**src/sv/cau_fifo.sv**
```systemverilog
// Short queue between front and back end; entries are packed words.
// No dependencies.
`timescale 1ns / 1ps
module cau_fifo #(
    parameter int W     = 32,
    parameter int DEPTH = 4
)(
    input  logic         clk,
    input  logic         rst_n,
    input  logic         wr_valid,
    output logic         wr_ready,
    input  logic [W-1:0] wr_data,
    output logic         rd_valid,
    input  logic         rd_ready,
    output logic [W-1:0] rd_data
);
    localparam int AW = $clog2(DEPTH);
    logic [W-1:0]  mem_reg [DEPTH];
    logic [AW-1:0] wp_reg, rp_reg;
    logic [AW:0]   cnt_reg;
    logic          wr, rd;

    assign wr_ready = cnt_reg != (AW+1)'(DEPTH);
    assign rd_valid = cnt_reg != '0;
    assign rd_data  = mem_reg[rp_reg];
    assign wr = wr_valid && wr_ready;
    assign rd = rd_valid && rd_ready;

    always_ff @(posedge clk or negedge rst_n)
    begin
        if (!rst_n)
        begin
            wp_reg <= '0; rp_reg <= '0; cnt_reg <= '0;
        end
        else
        begin
            if (wr) wp_reg <= (wp_reg == AW'(DEPTH-1)) ? '0 : wp_reg + 1'b1;
            if (rd) rp_reg <= (rp_reg == AW'(DEPTH-1)) ? '0 : rp_reg + 1'b1;
            cnt_reg <= cnt_reg + (AW+1)'(wr) - (AW+1)'(rd);
        end
    end

    always_ff @(posedge clk)
    begin
        if (wr) mem_reg[wp_reg] <= wr_data;
    end
endmodule

```
**config.mk**
```make
export PLATFORM = sky130hd
export DESIGN_NAME = cau_fifo
export DESIGN_NICKNAME = d
export VERILOG_FILES = /design/src/sv/cau_fifo.sv
export SDC_FILE = /design/constraint.sdc
export NUM_CORES = 1
export LEC_CHECK = 0
export BUFFER_PORTS_ARGS = -buffer_cell sky130_fd_sc_hd__buf_2
export CORE_ASPECT_RATIO = 1.75
export CORE_UTILIZATION = 30
export CTS_CLUSTER_DIAMETER = 80
export DETAILED_ROUTE_END_ITERATION = 16
export GPL_TIMING_DRIVEN = 0
export PLACE_DENSITY_LB_ADDON = 0.1
export SLEW_MARGIN = 30
export SYNTH_ARGS = -nofsm -noshare
export SYNTH_HDL_FRONTEND = slang
export SYNTH_SLANG_ARGS = --single-unit
```
**constraint.sdc**
```tcl
create_clock -name clk -period 2.6 [get_ports clk]
set_input_delay 0.13 -clock clk [delete_from_list [all_inputs] [get_ports clk]]
set_output_delay 0.13 -clock clk [all_outputs]
set_load 0.01 [all_outputs]
```
Word-level counts from Yosys, hierarchy flattened
Memory sizes are Yosys's and may differ from the RTL's.
Cells that the tools add are included.
W data, S select, Z words.
- output and inout bits: 34
- bits in registers: 7
- logic and storage cells: 18
- memory bits (writable): 128
- memories kept: 1
- bits of input ports: 36
- memory list (memory ; depth ; bits a word ; read ports ; clocked after memory_dff ; wr ports ; line ; source):
    mem_reg ; 4 ; 32 ; 1 ; 0 ; 1 ; 18 ; logic [W-1:0] mem_reg [DEPTH];
- equality and inequality tests: 3
- multiplexer cells: 4
- add/subtract/negate cells: 4
- reductions and logical operators: 3
- operators with widths (operator ; number):
    $add A2 B1 Y2 const B ; 2
    $eq A2 B2 Y1 const B ; 2
    $mux W2 ; 2
    $add A3 B1 Y3 ; 1
    $ne A3 B3 Y1 const B ; 1
    $reduce_bool A3 Y1 ; 1
    $sub A3 B1 Y3 ; 1
    $logic_and A1 B1 Y1 ; 2
    $mux W1 ; 2

Longest topological paths before layout
Gate-level depths: netlist of run 1.
- depth after elaboration: 4
- gate-level depth with buffers: 10
- depth with buffers taken out: 10

Least setup slack after synthesis of run 1
OpenSTA, ideal clock, no wires.
- path type: register to register
- from: register cnt_reg[1]
- to: register cnt_reg[2]
- stages on the path, launching flop included: 11
- clock period less this slack: 2.301 ns
- arrival time: 2.179 ns
- data required time: 2.477 ns
- path buffers: 0
- setup slack: 0.299 ns
- library setup time: 0.123 ns
- cell sequence: dfrtp_1 or3_2 nand2_1 inv_1 ha_1 inv_1 ha_1 inv_1 fa_1 xnor2_1 xnor2_1
- elaborated cells between the ends (all ways): 6
- RTL lines (what ; line ; source):
    start, declared ; 20 ; logic [AW:0] cnt_reg;
    start signal, assigned ; 39 ; cnt_reg <= cnt_reg + (AW+1)'(wr) - (AW+1)'(rd);
    $reduce_bool A3 Y1 ; 24 ; assign rd_valid = cnt_reg != '0;
    net rd_valid ; 13 ; output logic rd_valid,
    $logic_and A1 B1 Y1 ; 27 ; assign rd = rd_valid && rd_ready;
    net rd ; 21 ; logic wr, rd;
    $sub A3 B1 Y3 ; 39 ;
The timed path passes the listed nets, and every way through them passes these cells.
A chain may end at the register's enable or synchronous reset.

Worst setup path after layout of run 1
- from: register cnt_reg[1]
- to: register cnt_reg[2]
- elaborated cells between the ends (all ways): 6
- RTL lines (what ; line):
    $reduce_bool A3 Y1 ; 24
    $logic_and A1 B1 Y1 ; 27
    net rd ; 21
    $sub A3 B1 Y3 ; 39
The timed path passes the listed nets, and every way through them passes these cells.

==> impl_metrics.yaml, run 1 <==
floorplanning:
  io_pins: 70
  core_area_um2: 16400
  die_w_um: 100
  start_util_pct: 30.8
  die_h_um: 174
  rows: 62
  dieArea_um2: 17400
sta:
  postLayoutSetupSlackWorst_ns: 0.229
  setup_viol: 0
  finalClockSkew_ns: 0.00800
  rsz0062_at_grt: "no"
  whs_ns: 0.0929
  tns_ns: 0
  finalCritPeriodShare_pct: 91.2
  layout_min_cycle_time_ns: 2.37
  relSlewSlack_pct: 52.2
  max_freq_mhz: 422
  finalHoldViolations: 0
  drv_slew: 0
  tightest_slew_ns: 0.717
clock_tree:
  ctsRootBufferMaster: "clkbuf_16"
  clock_latency_ns: 0.41
  cts_buffers: 17
  clockBufferDepth: 2
  htreeDepth: 4
  cts_tree: "built"
  path_clk_slew_ns: 0.06
  numClockSinks: 135
  post_cts_buffers: 0
logic_synthesis:
  ys_warn_count: 0
  async_flop_share_pct: 5.19
  synthTopCellsByArea: "edfxtp_1, mux4_2, dfrtp_1"
  synth_common_cells: "edfxtp_1, mux4_2, dfrtp_1, ha_1, inv_1"
  yosysTopAreaCell: "edfxtp_1"
  synth-edff-count: 128
  syn_area_per_cell_um2: 24.6
  netlist_instances: 206
  netlist_area_um2: 5060
  synth-seq-cells: 135
  syn-num-nets: 250
  ys_types: 18
  synth_top_area_share_pct: 76.0
  synth_most_common_cell: "edfxtp_1"
  ys.flop_type: "edfxtp_1"
  yosysSeqAreaShare_pct: 79.5
drt:
  routed_wl_mm: 9.43
  dr_total_vias: 2422
  ant_nets: 0
  wire_per_inst_um: 16.7
  drc: 0
  vias_per_cell: 4.29
  initialDrtViolationCount: 69
  dr.pass1.iters: 4
cells_and_area:
  largest_reg_flops: 128
  multiInputGateArea_um2: 978
  fill_cells: 1548
  instances_no_fill: 565
  layout-drive-gt1-share_pct: 44.0
  diodes: 0
  nNetsFinal: 372
  area_growth_pct: 31.5
  fin_util_pct: 40.4
  design_area_um2: 6650
  layout.area.seq_um2: 4020
global_routing:
  grt_pass1_vias: 2676
  grt_overflow: 0
  grt_usage_pct: 11.8
  grt_pass1_wl_mm: 14.5
  antenna_found_initial: 0
  grt_max_degree: 33
setup_path:
  path_common_cell: "inv_1"
  cp.required_ns: 2.93
  cp-start-kind: "flip-flop"
  cp-end-kind: "flip-flop"
  cp_max_fo: 4
  path_class: "reg2reg"
  crit_family: "adder cells"
  rr_worst_depth: 10
  r2r_end: "cnt_reg[2]"
  cp_slowest_stage_delay_ns: 0.48
  slowest_stage: "or3_2"
  path_buf_inv: 3
  crit_chain: "or3_2 > nand2_1 > inv_1 > ha_1 > inv_1 > ha_1 > inv_1 > fa_1 > xnor2_1 > xnor2_1"
  r2r_slack_ns: 0.23
  r2r-start: "cnt_reg[1]"
  worstPathArrival_ns: 2.70
power_and_ir_drop:
  switching_power_mw: 2.14
  leakage_nw: 2.33
  peakVddDrop_mv: 0.680
  seqPwrFrac_pct: 39.7
  switching_share_pct: 28.3
  p_total_mw: 7.57
  intPower_mw: 5.43
  power_density_nw_per_um2: 1140
  p_comb_share_pct: 28.4
  power_frac_clock_pct: 31.8
placement:
  place_area_um2: 5710
  dp_cells: 500
  port_buffers: 69
  place_congestion: 0.604
  pre_cts_slack_ns: 0.217
  dp_hpwl_mm: 5.69
job:
  drv_cap: 0
min_path:
  hp-class: "in2async"
run_status:
  status: "finished clean"
## timing repair
item | CTS | global route
endpoints found under the hold margin | 135 | 0
gates resized for setup | 0 | 0
hold buffers | 33 | 0
## routing by layer
| metal | vias to the layer above | routed length, um | GRT usage, % |
|---|---|---|---|
| li1 | 1102 | - | - |
| met1 | 1247 | 3850 | 13.6 |
| met4 | 0 | 223 | 6.34 |
| met2 | 53 | 5020 | 19.6 |
| met5 | - | 0 | 0 |
| met3 | 20 | 329 | 3.35 |
## layout make-up
class	instances	area share, %
tap	224	4.22
multi-input combinational	56	14.7
sequential	135	60.4
timing repair buffer	103	10.5
clock inverter	14	2.63
inverter	7	0.395
buffer	8	0.677
clock buffer	18	6.45
## power groups by stage
stage / Sequential, mW / Clock [mW] / Combinational [mW]
global placement: 3.04 / 0 / 2.15
global route: 3.04 / 2.56 / 2.36
floorplan: 3.01 / 0 / 1.41
detailed placement: 3.06 / 0 / 2.19
CTS: 3.02 / 2.48 / 2.24
finish: 3.01 / 2.41 / 2.15
## how the worst max path moves through the flow
| stage | start | endpoint | slack, ns | depth (start not counted) |
|---|---|---|---|---|
| floorplan | cnt_reg[1] | cnt_reg[2] | 0.30 | 10 |
| global placement | cnt_reg[1] | cnt_reg[2] | 0.27 | 10 |
| detailed placement | cnt_reg[1] | cnt_reg[2] | 0.22 | 10 |
| CTS | cnt_reg[1] | cnt_reg[2] | 0.20 | 10 |
| global route | cnt_reg[1] | cnt_reg[2] | 0.07 | 10 |
| finish | cnt_reg[1] | cnt_reg[2] | 0.23 | 10 |
## cells by family (layout without fill, tap and decap cells)
group	Yosys count	count (layout)	share of synthesized area, %
XOR/XNOR	2	2	0.346
adder cells (fa/ha/maj)	8	8	2.13
buffers and inverters	15	150	1.41
flip-flops	135	135	79.5
multiplexers	36	36	15.3
AND/OR/NAND/NOR	10	10	1.36
## cells in the final DEF, fill, tap and decap left out, drive strengths merged
cell           n
and2           1
fa             1
dlygate4sd3   33
mux4          32
or3b           1
buf           76
clkbuf        20
and3           4
ha             7
mux2           4
edfxtp       128
xnor2          2
or3            1
nand2          1
bufinv         3
inv           10
clkinvlp       6
nor2           2
clkinv         2
dfrtp          7
(Power assumes the default switching activity.)
==> inputs of run 2 (changes only) <==
--- a/config.mk
+++ b/config.mk
@@ -12,5 +12,5 @@
 export DETAILED_ROUTE_END_ITERATION = 16
 export GPL_TIMING_DRIVEN = 0
-export PLACE_DENSITY_LB_ADDON = 0.1
+export PLACE_DENSITY = 0.56
 export SLEW_MARGIN = 30
 export SYNTH_ARGS = -nofsm -noshare
==> constraint.sdc (replaced) <==
create_clock -name clk -period 2.6 [get_ports clk]
set_input_delay 0.39 -clock clk [delete_from_list [all_inputs] [get_ports clk]]
set_output_delay 0.39 -clock clk [all_outputs]
set_load 0.01 [all_outputs]
==> impl_metrics.yaml, run 2 (same netlist as run 1, synthesis figures left out) <==
global_routing:
  grt_pass1_vias: 2642
  grt_overflow: 0
  grt_pass1_wl_mm: 14.8
  grt_max_degree: 33
  antenna_found_initial: 0
  grt_usage_pct: 11.9
setup_path:
  slowest_stage: "clkbuf_1"
  cp-end-kind: "output port"
  cp_slowest_stage_delay_ns: 0.52
  cp_max_fo: 10
  cp.required_ns: 2.21
  crit_chain: "buf_2 > clkbuf_1 > mux4_2 > buf_2"
  r2r-start: "cnt_reg[1]"
  path_common_cell: "buf_2"
  rr_worst_depth: 10
  worstPathArrival_ns: 2.04
  cp-start-kind: "flip-flop"
  path_class: "reg2out"
  startpoint: "rp_reg[1]"
drt:
  initialDrtViolationCount: 30
  m1WireLength_mm: 3.59
  routed.top_layer: "met4"
  wl_met3_um: 311
  routed_wl_mm: 9.26
  ant_nets: 0
  wire_per_inst_um: 17.4
  dr_total_vias: 2323
  dr.pass1.iters: 4
  vias_per_cell: 4.36
  wl_met2_mm: 5.11
  drc: 0
min_path:
  hold_depth: 1
  hp-start: "wr_data[6]"
  hp-class: "in2reg"
cells_and_area:
  layout_commonest_cell: "edfxtp_1"
  instances_no_fill: 533
  fin_util_pct: 38.5
  area_growth_pct: 25.3
  mostFrequentLayoutCells: "edfxtp_1, buf_2, mux4_2, clkbuf_16"
  largest_reg_flops: 128
  diodes: 0
  layout-drive-gt1-share_pct: 47.9
  nNetsFinal: 340
sta:
  finalCritPeriodShare_pct: 93.6
  relSlewSlack_pct: 38.5
  layout_min_cycle_time_ns: 2.43
  tightest_slew_ns: 0.923
  rsz0062_at_grt: "no"
  finalHoldViolations: 0
  max_freq_mhz: 411
  finalClockSkew_ns: 0.00734
  whs_ns: 0.196
  setup_viol: 0
  drv_slew: 0
  tns_ns: 0
clock_tree:
  clock_latency_ns: 0.41
  htreeDepth: 4
  path_clk_slew_ns: 0.06
  cts_tree: "built"
  cts_buffers: 17
  ctsRootBufferMaster: "clkbuf_16"
  clockBufferDepth: 2
  post_cts_buffers: 0
  numClockSinks: 135
power_and_ir_drop:
  leakage_nw: 2.23
  power_density_nw_per_um2: 1200
  peakVddDrop_mv: 0.546
  p_total_mw: 7.59
placement:
  dp_hpwl_mm: 5.61
  dp_cells: 499
  port_buffers: 69
  place_congestion: 0.668
floorplanning:
  die_h_um: 174
  start_util_pct: 30.8
  rows: 62
  io_pins: 70
  dieArea_um2: 17400
  die_w_um: 100
  core_area_um2: 16400
run_status:
  status: "finished clean"
job:
  drv_cap: 0
run 2: cell types whose count changed in the layout (fill, tap and decap cells not counted):
cell | before | now
clkinv_2 | 1 | 2
inv_6 | 3 | 0
buf_12 | 1 | 0
clkinv_4 | 1 | 4
and3_4 | 3 | 1
clkinv_1 | 0 | 2
clkinvlp_4 | 6 | 1
dlygate4sd3_1 | 33 | 1
clkbuf_2 | 0 | 1
buf_16 | 0 | 1
bufinv_16 | 3 | 4
and3_2 | 1 | 3
run 2: repair_timing:
action,CTS,global route
gates resized for setup,0,2
setup endpoints to repair,0,1
hold endpoints to repair,7,0
hold buffers,1,0
run 2: metal layers:
metal | track usage [%] | vias to the layer above
li1 | - | 1039
met3 | 3.27 | 16
met5 | 0 | -
met4 | 6.52 | 0
met2 | 20.5 | 49
met1 | 13.1 | 1219
run 2: final timing paths:
path	to	slack, ns
worst max register to register	cnt_reg[2]	0.22
worst max-delay path	rd_data[29]	0.17
max in group asynchronous	rp_reg[0]	2.09
worst min-delay path	mem_reg[1][6]	0.20
min in group asynchronous	wp_reg[1]	0.34
worst min register to register	cnt_reg[2]	0.49
run 2: critical path, delay by kind of cell, from the launching register on:
kind,cells,cell delay [ns]
buffers and inverters,3,0.87
DFF,1,0.34
muxes,1,0.42
run 2: per-stage QoR:
step	setup WS [ns]	instance area, um^2
floorplan	0.299	5060
global placement	0.265	5680
detailed placement	0.210	5680
CTS	0.0565	6310
global route	0.0329	6340
finish	0.165	6340
run 2: final cells by class:
cell class | instances | area, um^2
plain buffers | 8 | 46.3
clock buffers | 19 | 433
clock inverters | 13 | 180
fillers | 1533 | 10100
inverters | 7 | 26.3
multi-input cells | 56 | 971
flip-flops and latches | 135 | 4020
well taps | 224 | 280
repair buffers | 71 | 383
run 2: report_power, final:
group	total (mW)	switching, mW	internal (mW)
Clock	2.47	0.869	1.60
Combinational	2.11	1.12	0.995
Sequential	3.01	0.119	2.89
Total	7.59	2.10	5.49
