$ cat src/sv/cau_pkg.sv
// Package for the complex arithmetic unit: widths, command and status codes, types.
// No dependencies.
`timescale 1ns / 1ps
package cau_pkg;
    localparam int DEF_DATA_WIDTH = 16;
    localparam int DEF_FRAC_BITS  = 8;
    localparam int TOL_W          = 15;
    localparam int CMD_W          = 3;
    localparam int STATUS_W       = 2;
    localparam logic [TOL_W-1:0] TOL_RESET = TOL_W'(1);

    typedef enum logic [CMD_W-1:0] {
        CMD_ADD = 3'd0,
        CMD_SUB = 3'd1,
        CMD_MUL = 3'd2,
        CMD_DIV = 3'd3,
        CMD_CONJ = 3'd4,
        CMD_CMP = 3'd5
    } cmd_t;

    typedef enum logic [STATUS_W-1:0] {
        ST_OK   = 2'd0,
        ST_SAT  = 2'd1,
        ST_DIV0 = 2'd2
    } status_t;
endpackage

$ cat src/sv/cau_front.sv
// Front end: accepts items, computes products and sums, resolves simple commands.
// Depends on cau_pkg.
`timescale 1ns / 1ps
module cau_front
    import cau_pkg::*;
#(
    parameter int DATA_WIDTH = DEF_DATA_WIDTH,
    parameter int FRAC_BITS  = DEF_FRAC_BITS,
    parameter int PW         = 2 * DATA_WIDTH + 1
)(
    input  logic                         clk,
    input  logic                         rst_n,
    input  logic                         in_valid,
    output logic                         in_ready,
    input  logic [CMD_W-1:0]             command,
    input  logic signed [DATA_WIDTH-1:0] a_re,
    input  logic signed [DATA_WIDTH-1:0] a_im,
    input  logic signed [DATA_WIDTH-1:0] b_re,
    input  logic signed [DATA_WIDTH-1:0] b_im,
    input  logic [TOL_W-1:0]             tol,
    output logic                         f_valid,
    input  logic                         f_ready,
    output logic [CMD_W-1:0]             f_cmd,
    output logic signed [PW-1:0]         f_x,
    output logic signed [PW-1:0]         f_y,
    output logic [PW-1:0]                f_den,
    output logic signed [DATA_WIDTH-1:0] f_re,
    output logic signed [DATA_WIDTH-1:0] f_im,
    output logic                         f_eq,
    output logic [STATUS_W-1:0]          f_st
);
    localparam int DW = DATA_WIDTH;
    localparam logic signed [DW+1:0] SMAX = (DW+2)'((1 << (DW-1)) - 1);
    localparam logic signed [DW+1:0] SMIN = -SMAX - (DW+2)'(1);

    // stage 1: products
    logic                      s1_v_reg;
    logic [CMD_W-1:0]          s1_cmd_reg;
    logic signed [DW-1:0]      s1_ar_reg, s1_ai_reg, s1_br_reg, s1_bi_reg;
    logic signed [2*DW-1:0]    p_rr_reg, p_ii_reg, p_ri_reg, p_ir_reg, p_bb_reg, p_cc_reg;
    logic                      adv;

    assign adv      = !f_valid || f_ready;
    assign in_ready = adv || !s1_v_reg;
    logic s1_adv;
    assign s1_adv = in_ready;

    always_ff @(posedge clk or negedge rst_n)
    begin
        if (!rst_n)
            s1_v_reg <= 1'b0;
        else if (s1_adv)
            s1_v_reg <= in_valid;
    end

    always_ff @(posedge clk)
    begin
        if (s1_adv && in_valid)
        begin
            s1_cmd_reg <= command;
            s1_ar_reg <= a_re; s1_ai_reg <= a_im;
            s1_br_reg <= b_re; s1_bi_reg <= b_im;
            p_rr_reg <= a_re * b_re;
            p_ii_reg <= a_im * b_im;
            p_ri_reg <= a_re * b_im;
            p_ir_reg <= a_im * b_re;
            p_bb_reg <= b_re * b_re;
            p_cc_reg <= b_im * b_im;
        end
    end

    // stage 2: sums and simple results
    logic signed [PW-1:0]   x_next, y_next;
    logic [PW-1:0]          den_next;
    logic signed [DW-1:0]   re_next, im_next;
    logic                   eq_next, satf;
    logic [STATUS_W-1:0]    st_next;
    logic signed [DW+1:0]   t_re, t_im;
    logic signed [PW:0]     sh_re, sh_im;
    logic [DW:0]            d_re, d_im;

    function automatic logic signed [DW-1:0] sat_n(input logic signed [DW+1:0] v,
                                                    output logic f);
        f = 1'b0;
        if (v > SMAX) begin f = 1'b1; return SMAX[DW-1:0]; end
        if (v < SMIN) begin f = 1'b1; return SMIN[DW-1:0]; end
        return v[DW-1:0];
    endfunction

    function automatic logic [DW:0] absd(input logic signed [DW-1:0] p,
                                         input logic signed [DW-1:0] q);
        logic signed [DW+1:0] d;
        d = (DW+2)'(p) - (DW+2)'(q);
        return d[DW+1] ? (DW+1)'(-d) : (DW+1)'(d);
    endfunction

    function automatic logic signed [DW-1:0] sat_w(input logic signed [PW:0] v,
                                                   output logic f);
        f = 1'b0;
        if (v > (PW+1)'(SMAX)) begin f = 1'b1; return SMAX[DW-1:0]; end
        if (v < (PW+1)'(SMIN)) begin f = 1'b1; return SMIN[DW-1:0]; end
        return v[DW-1:0];
    endfunction

    always_comb
    begin
        logic f1, f2;
        f1 = 1'b0; f2 = 1'b0;
        x_next   = PW'(p_rr_reg) + PW'(p_ii_reg);
        y_next   = PW'(p_ir_reg) - PW'(p_ri_reg);
        den_next = PW'(p_bb_reg) + PW'(p_cc_reg);
        re_next  = '0; im_next = '0; eq_next = 1'b0; st_next = ST_OK;
        t_re = '0; t_im = '0;
        sh_re = ((PW+1)'(p_rr_reg) - (PW+1)'(p_ii_reg)) >>> FRAC_BITS;
        sh_im = ((PW+1)'(p_ri_reg) + (PW+1)'(p_ir_reg)) >>> FRAC_BITS;
        d_re = absd(s1_ar_reg, s1_br_reg);
        d_im = absd(s1_ai_reg, s1_bi_reg);
        case (s1_cmd_reg)
            CMD_ADD:
            begin
                t_re = (DW+2)'(s1_ar_reg) + (DW+2)'(s1_br_reg);
                t_im = (DW+2)'(s1_ai_reg) + (DW+2)'(s1_bi_reg);
                re_next = sat_n(t_re, f1); im_next = sat_n(t_im, f2);
            end
            CMD_SUB:
            begin
                t_re = (DW+2)'(s1_ar_reg) - (DW+2)'(s1_br_reg);
                t_im = (DW+2)'(s1_ai_reg) - (DW+2)'(s1_bi_reg);
                re_next = sat_n(t_re, f1); im_next = sat_n(t_im, f2);
            end
            CMD_MUL:
            begin
                re_next = sat_w(sh_re, f1); im_next = sat_w(sh_im, f2);
            end
            CMD_CONJ:
            begin
                t_im = -(DW+2)'(s1_ai_reg);
                re_next = s1_ar_reg; im_next = sat_n(t_im, f2);
            end
            CMD_CMP:
                eq_next = ((DW+TOL_W+1)'(d_re) < (DW+TOL_W+1)'(tol)) &&
                          ((DW+TOL_W+1)'(d_im) < (DW+TOL_W+1)'(tol));
            default: ;
        endcase
        satf = f1 | f2;
        if (satf)
            st_next = ST_SAT;
    end

    logic f_valid_reg;
    assign f_valid = f_valid_reg;

    always_ff @(posedge clk or negedge rst_n)
    begin
        if (!rst_n)
            f_valid_reg <= 1'b0;
        else if (adv)
            f_valid_reg <= s1_v_reg;
    end

    always_ff @(posedge clk)
    begin
        if (adv && s1_v_reg)
        begin
            f_cmd <= s1_cmd_reg; f_x <= x_next; f_y <= y_next; f_den <= den_next;
            f_re <= re_next; f_im <= im_next; f_eq <= eq_next; f_st <= st_next;
        end
    end
endmodule

$ cat config.mk
export PLATFORM = sky130hd
export DESIGN_NAME = cau_front
export DESIGN_NICKNAME = d
export VERILOG_FILES = /design/src/sv/cau_pkg.sv /design/src/sv/cau_front.sv
export SDC_FILE = /design/constraint.sdc
export NUM_CORES = 2
export LEC_CHECK = 0
export ABC_AREA = 1
export BUFFER_PORTS_ARGS = -buffer_cell sky130_fd_sc_hd__buf_4
export CORE_MARGIN = 1.5
export CORE_UTILIZATION = 30
export CTS_BUF_LIST = sky130_fd_sc_hd__clkbuf_4 sky130_fd_sc_hd__clkbuf_8
export DETAILED_ROUTE_END_ITERATION = 10
export PLACE_DENSITY = 0.54
export RECOVER_POWER = 50
export SYNTH_ARGS = -nofsm -noshare
export SYNTH_HDL_FRONTEND = slang
export SYNTH_SLANG_ARGS = --single-unit
$ cat constraint.sdc
create_clock -name clk -period 15.4 [get_ports clk]
set_input_delay 0.77 -clock clk [delete_from_list [all_inputs] [get_ports clk]]
set_output_delay 0.77 -clock clk [all_outputs]
set_load 0.02 [all_outputs]
# [Word-level counts from Yosys, hierarchy flattened]
# Index checks and enable logic that the tools add are counted.
[totals] regBits=398 inputBits=86
[classes] n_lt_le_gt_ge=16 mux=84 reduce_logical=8 bitwise_logic=1 add_sub_neg=12 eq_ne=4 n_mul=6
[ops] cell="16-bit two-way mux" n=28
[ops] cell="16-bit by 16-bit multiplier with 32-bit output" n=6
[ops] cell="16-bit case mux with 4 select lines" n=2
[ops] cell="32-bit by 32-bit adder with 33-bit output" n=3
[ops] cell="17-bit by 16-bit > comparator with 1-bit output, second input constant" n=4
[ops] cell="17-bit by 16-bit < comparator with 1-bit output, second input constant" n=4
[ops] cell="32-bit by 32-bit subtractor with 33-bit output" n=2
[ops] cell="25-bit by 16-bit > comparator with 1-bit output, second input constant" n=2
[ops] cell="25-bit by 16-bit < comparator with 1-bit output, second input constant" n=2
[ops] cell="1-bit two-way mux" n=50
[ops] cell="16-bit by 16-bit adder with 17-bit output" n=2
[ops] cell="17-bit by 15-bit < comparator with 1-bit output" n=2
[ops] cell="17-bit two-way mux" n=2
[ops] cell="17-bit negation" n=2
[ops] cell="16-bit by 16-bit subtractor with 17-bit output" n=2
[ops] cell="18-bit by 16-bit > comparator with 1-bit output, second input constant" n=1
[ops] cell="18-bit by 16-bit < comparator with 1-bit output, second input constant" n=1
[ops] cell="16-bit negation with 18-bit output" n=1
[ops] cell="3-bit == test, second input constant" n=2
[ops] cell="1-bit case mux with 4 select lines" n=1
[ops] cell="3-bit by 1-bit == test with 1-bit output, second input constant" n=1
[ops] cell="3-bit by 2-bit == test with 1-bit output, second input constant" n=1
[ops] cell="1-bit logical AND" n=3
[ops] cell="3-bit zero test" n=1
[ops] cell="other kinds (4)" n=6

# [Depth between registers and ports, before layout]
[logic_depth] ltp_word=9 mapped_depth=30 depth_no_buf=30

# [Worst setup path before layout]
# Ideal clock, no wire load.
[synth_path] path_kind="in2reg" from="input port f_ready" to="register f_cmd[0], enable pin" cell_stages=2 setup_slack_ns=7.373 n_path_buf=0 arrival_time_ns=7.350 cell_sequence="inv_1 > a21oi_1"
[synth_between] elab_chain_cells=2
[synth_rtl] item="start: declaration" line="cau_front.sv:22" rtl="input logic f_ready,"
[synth_rtl] item="1-bit logical OR" line="cau_front.sv:43" rtl="assign adv = !f_valid || f_ready;"
[synth_rtl] item="1-bit logical AND" line="cau_front.sv:163" rtl="if (adv && s1_v_reg)"
[synth_rtl] item="end signal: assignment" line="cau_front.sv:165" rtl="f_cmd <= s1_cmd_reg; f_x <= x_next; f_y <= y_next; f_den <= den_next;"
[synth_rtl] item="end: declaration" line="cau_front.sv:23" rtl="output logic [CMD_W-1:0] f_cmd,"
# No other way between the ends.
# A chain may end at the register's enable or synchronous reset.

# [Worst setup path in the final report]
[layout_path] from="input port b_re[1]" to="register p_ir_reg[29], data pin"
[layout_between] elab_chain_cells=1
[layout_rtl] item="start: declaration" line="cau_front.sv:18" rtl="input logic signed [DATA_WIDTH-1:0] b_re,"
[layout_rtl] item="16-bit by 16-bit multiplier with 32-bit output" line="cau_front.sv:66" rtl="p_ir_reg <= a_im * b_re;"
[layout_rtl] item="end signal: assignment" line="cau_front.sv:66"
[layout_rtl] item="end: declaration" line="cau_front.sv:40" rtl="logic signed [2*DW-1:0] p_rr_reg, p_ii_reg, p_ri_reg, p_ir_reg, p_bb_reg, p_cc_reg;"
# No other way between the ends.

==> results.sh <==
export IMPL_max_cap_viol_count=62
export IMPL_r2r_end="p_rr_reg[28]$_DFFE_PP_"
export IMPL_synth_most_common_cell="inv_1"
export IMPL_post_cts_buffers=0
export IMPL_fin_crit_ps=9180
export IMPL_remaining_drc_errors=0
export IMPL_yosysWarnings=0
export IMPL_die_h_um=542
export IMPL_relSlewSlack=-1.74
export IMPL_maxSlewViolCount=2433
export IMPL_synth_top_area_share=0.350
export IMPL_fmax_mhz=109
export IMPL_cp_max_fo=51
export IMPL_tightest_slew_ps=4110
export IMPL_vias_per_cell=4.53
export IMPL_whs_path_depth=1
export IMPL_start_kind="input pin"
export IMPL_clkTransAtPathRegs_ps=60
export IMPL_start_util=0.302
export IMPL_crit_required_ps=15930
export IMPL_synth_xor_area_frac=0.0428
export IMPL_holdWs_ps=181
export IMPL_tns_ps=0
export IMPL_synth_compound_area_frac=0.0546
export IMPL_hp_class="in -> reg"
export IMPL_wire_per_inst_um=17.1
export IMPL_synth_top_flop_cell="edfxtp_1"
export IMPL_via_count=66311
export IMPL_synth_top_family_by_area="adder cells"
export IMPL_grt_first_pass_wirelength_um=398000
export IMPL_dieArea_um2=294000
export IMPL_core_rowCount=197
export IMPL_timing_rr_start="f_valid$_DFFE_PN0P_"
export IMPL_die_w_um=542
export IMPL_cp_end_kind="flop"
export IMPL_outcome="complete, but fails checks"
export IMPL_cts_root_buf="clkbuf_8"
export IMPL_first_pass_iters=6
export IMPL_yosysSeqAreaShare=0.135
export IMPL_syn_inst=10806
export IMPL_syn_nets=13182
export IMPL_finalNetCount=13169
export IMPL_grt_overflow=0
export IMPL_synth_fa_ha_area_frac=0.460
export IMPL_r2r_cells=5
export IMPL_r2r_slack_ps=9400
export IMPL_violations="capacitance limit, slew limit"
export IMPL_antenna_left=0
export IMPL_globalplace_congestion=0.922
export IMPL_clk_latency_ps=850
export IMPL_worstSetupPathType="in -> reg"
export IMPL_synth_edf_count=391
export IMPL_min_period_over_period=0.596
export IMPL_startpoint="b_re[1]"
export IMPL_async_reset_ff_frac=0.00509
export IMPL_finalClockSkew_ps=75.9
export IMPL_setup_viol=0
export IMPL_io_buffers=223
export IMPL_synth_cell_types=62
export IMPL_grt_antenna_before_repair=21
export IMPL_cts_sinks=393
export IMPL_synthSimpleGateAreaFrac=0.156
export IMPL_hold_end="s1_cmd_reg[1]$_DFFE_PP_"
export IMPL_numCtsBuffers=83
export IMPL_synth_avg_cell_area_um2=8.06
export IMPL_finalHoldViolations=0
export IMPL_num_io_pins=225
export IMPL_layout_drive_gt1_share=0.0264
export IMPL_synth_common_cells="inv_1, nand2_1, fa_1"
export IMPL_htreeDepth=3
export IMPL_nFillCells=30962
export IMPL_min_delay_start="command[1]"
export IMPL_grt_pass1_vias=68745
export IMPL_yosysTopAreaCell="fa_1"
export IMPL_grt_use_total=0.174
export IMPL_cts_tree="built"
export IMPL_arrival_ps=9700
export IMPL_syn_to_final_growth_pct=7.23
export IMPL_dpl_hpwl_um=199000
export IMPL_clockBufferDepth=3
export IMPL_syn_cell_area_um2=87100
export IMPL_reg_largest_list="f_den (33), f_x (33), f_y (33)"
export IMPL_synth_area_leaders="fa_1, edfxtp_1, inv_1"
export IMPL_core_area_um2=288000
export IMPL_dr_first_iter_drc_count=4345
export IMPL_synth_ff_latch_count=393
export IMPL_rsz0062_at_grt="no"
export IMPL_synthMuxAreaShare=0
export IMPL_grt_max_degree=74
export IMPL_wl_um=250000
cells by family (layout without fill, tap and decap cells):
logic type,Yosys count,count (layout)
AOI/OAI and AO/OA,839,839
xor gates and xnor gates,424,424
adders and majority gates,2290,2290
buffers and inverters,3465,3515
DFF,393,393
other,1,15
and+or+nand+nor,3394,3394
how the worst max path moves through the flow:
stage / depth (start not counted) / to / slack (ps)
floorplan: 2 / f_cmd[0]$_DFFE_PP_ / 7370
global placement: 22 / p_rr_reg[29]$_DFFE_PP_ / 7920
detailed placement: 22 / p_rr_reg[29]$_DFFE_PP_ / 7890
CTS: 20 / p_ir_reg[29]$_DFFE_PP_ / 8840
global route: 20 / p_ir_reg[28]$_DFFE_PP_ / 5700
finish: 20 / p_ir_reg[29]$_DFFE_PP_ / 6220
critical path, cell delays in order:
cell      delay (ps)
clkbuf_1        2810
nand2_1          390
inv_1            320
fa_1             570
fa_1             960
fa_1             540
fa_1             510
fa_1             500
inv_1             50
fa_1             470
inv_1             40
ha_1             350
nand2_1          140
nor4_1           470
nand3_1          150
nand3_1          170
nand3_1           80
nand2_1          100
a21oi_1           80
xnor2_1          120
layout make-up:
type                            count  area (um2)  area share
Multi-Input combinational cell   6948       62100       0.665
Sequential cell                   393       11800       0.126
Inverter                         3117       11700       0.125
Tap cell                         3781        4730      0.0507
Clock buffer                      104        1310      0.0141
Timing Repair Buffer              250        1110      0.0118
Clock inverter                     44         564     0.00604
Antenna cell                       14        35.0    0.000375
metrics by stage:
step | setup slack [ps] | util | instances | cell area [um2]
final | 6220 | 0.324 | 14651 | 93400
after global routing | 5700 | 0.324 | 14646 | 93400
after CTS | 8840 | 0.326 | 14637 | 94100
after detailed placement | 7890 | 0.320 | 14488 | 92200
after global placement | 7920 | 0.320 | 14488 | 92200
after floorplan | 7370 | - | 10806 | 87100
timing repair:
item | CTS | global route
endpoints found under the hold margin | 2 | 0
hold buffers | 1 | 0
gates resized for setup | 0 | 0
per-layer routing:
layer,up-vias,part of all wire,global-route usage
met5,-,0.000028,0
met4,2,0.027,0.0455
met3,240,0.050,0.0169
met2,1565,0.46,0.287
met1,32806,0.46,0.243
li1,31698,-,-
cells in the final DEF (no fill, tap or decap), types with 206 or more instances in the layout:
| cell | instances |
|---|---|
| inv_1 | 3081 |
| nand2_1 | 2440 |
| fa_1 | 1521 |
| ha_1 | 769 |
| nor2_1 | 501 |
| a21oi_1 | 429 |
| edfxtp_1 | 391 |
| xor2_1 | 295 |
| nand3_1 | 248 |
| clkbuf_1 | 206 |
Power is left out: the tool's default activity adds up to more than one toggle a clock period on the data nets, which glitch-free logic cannot reach.
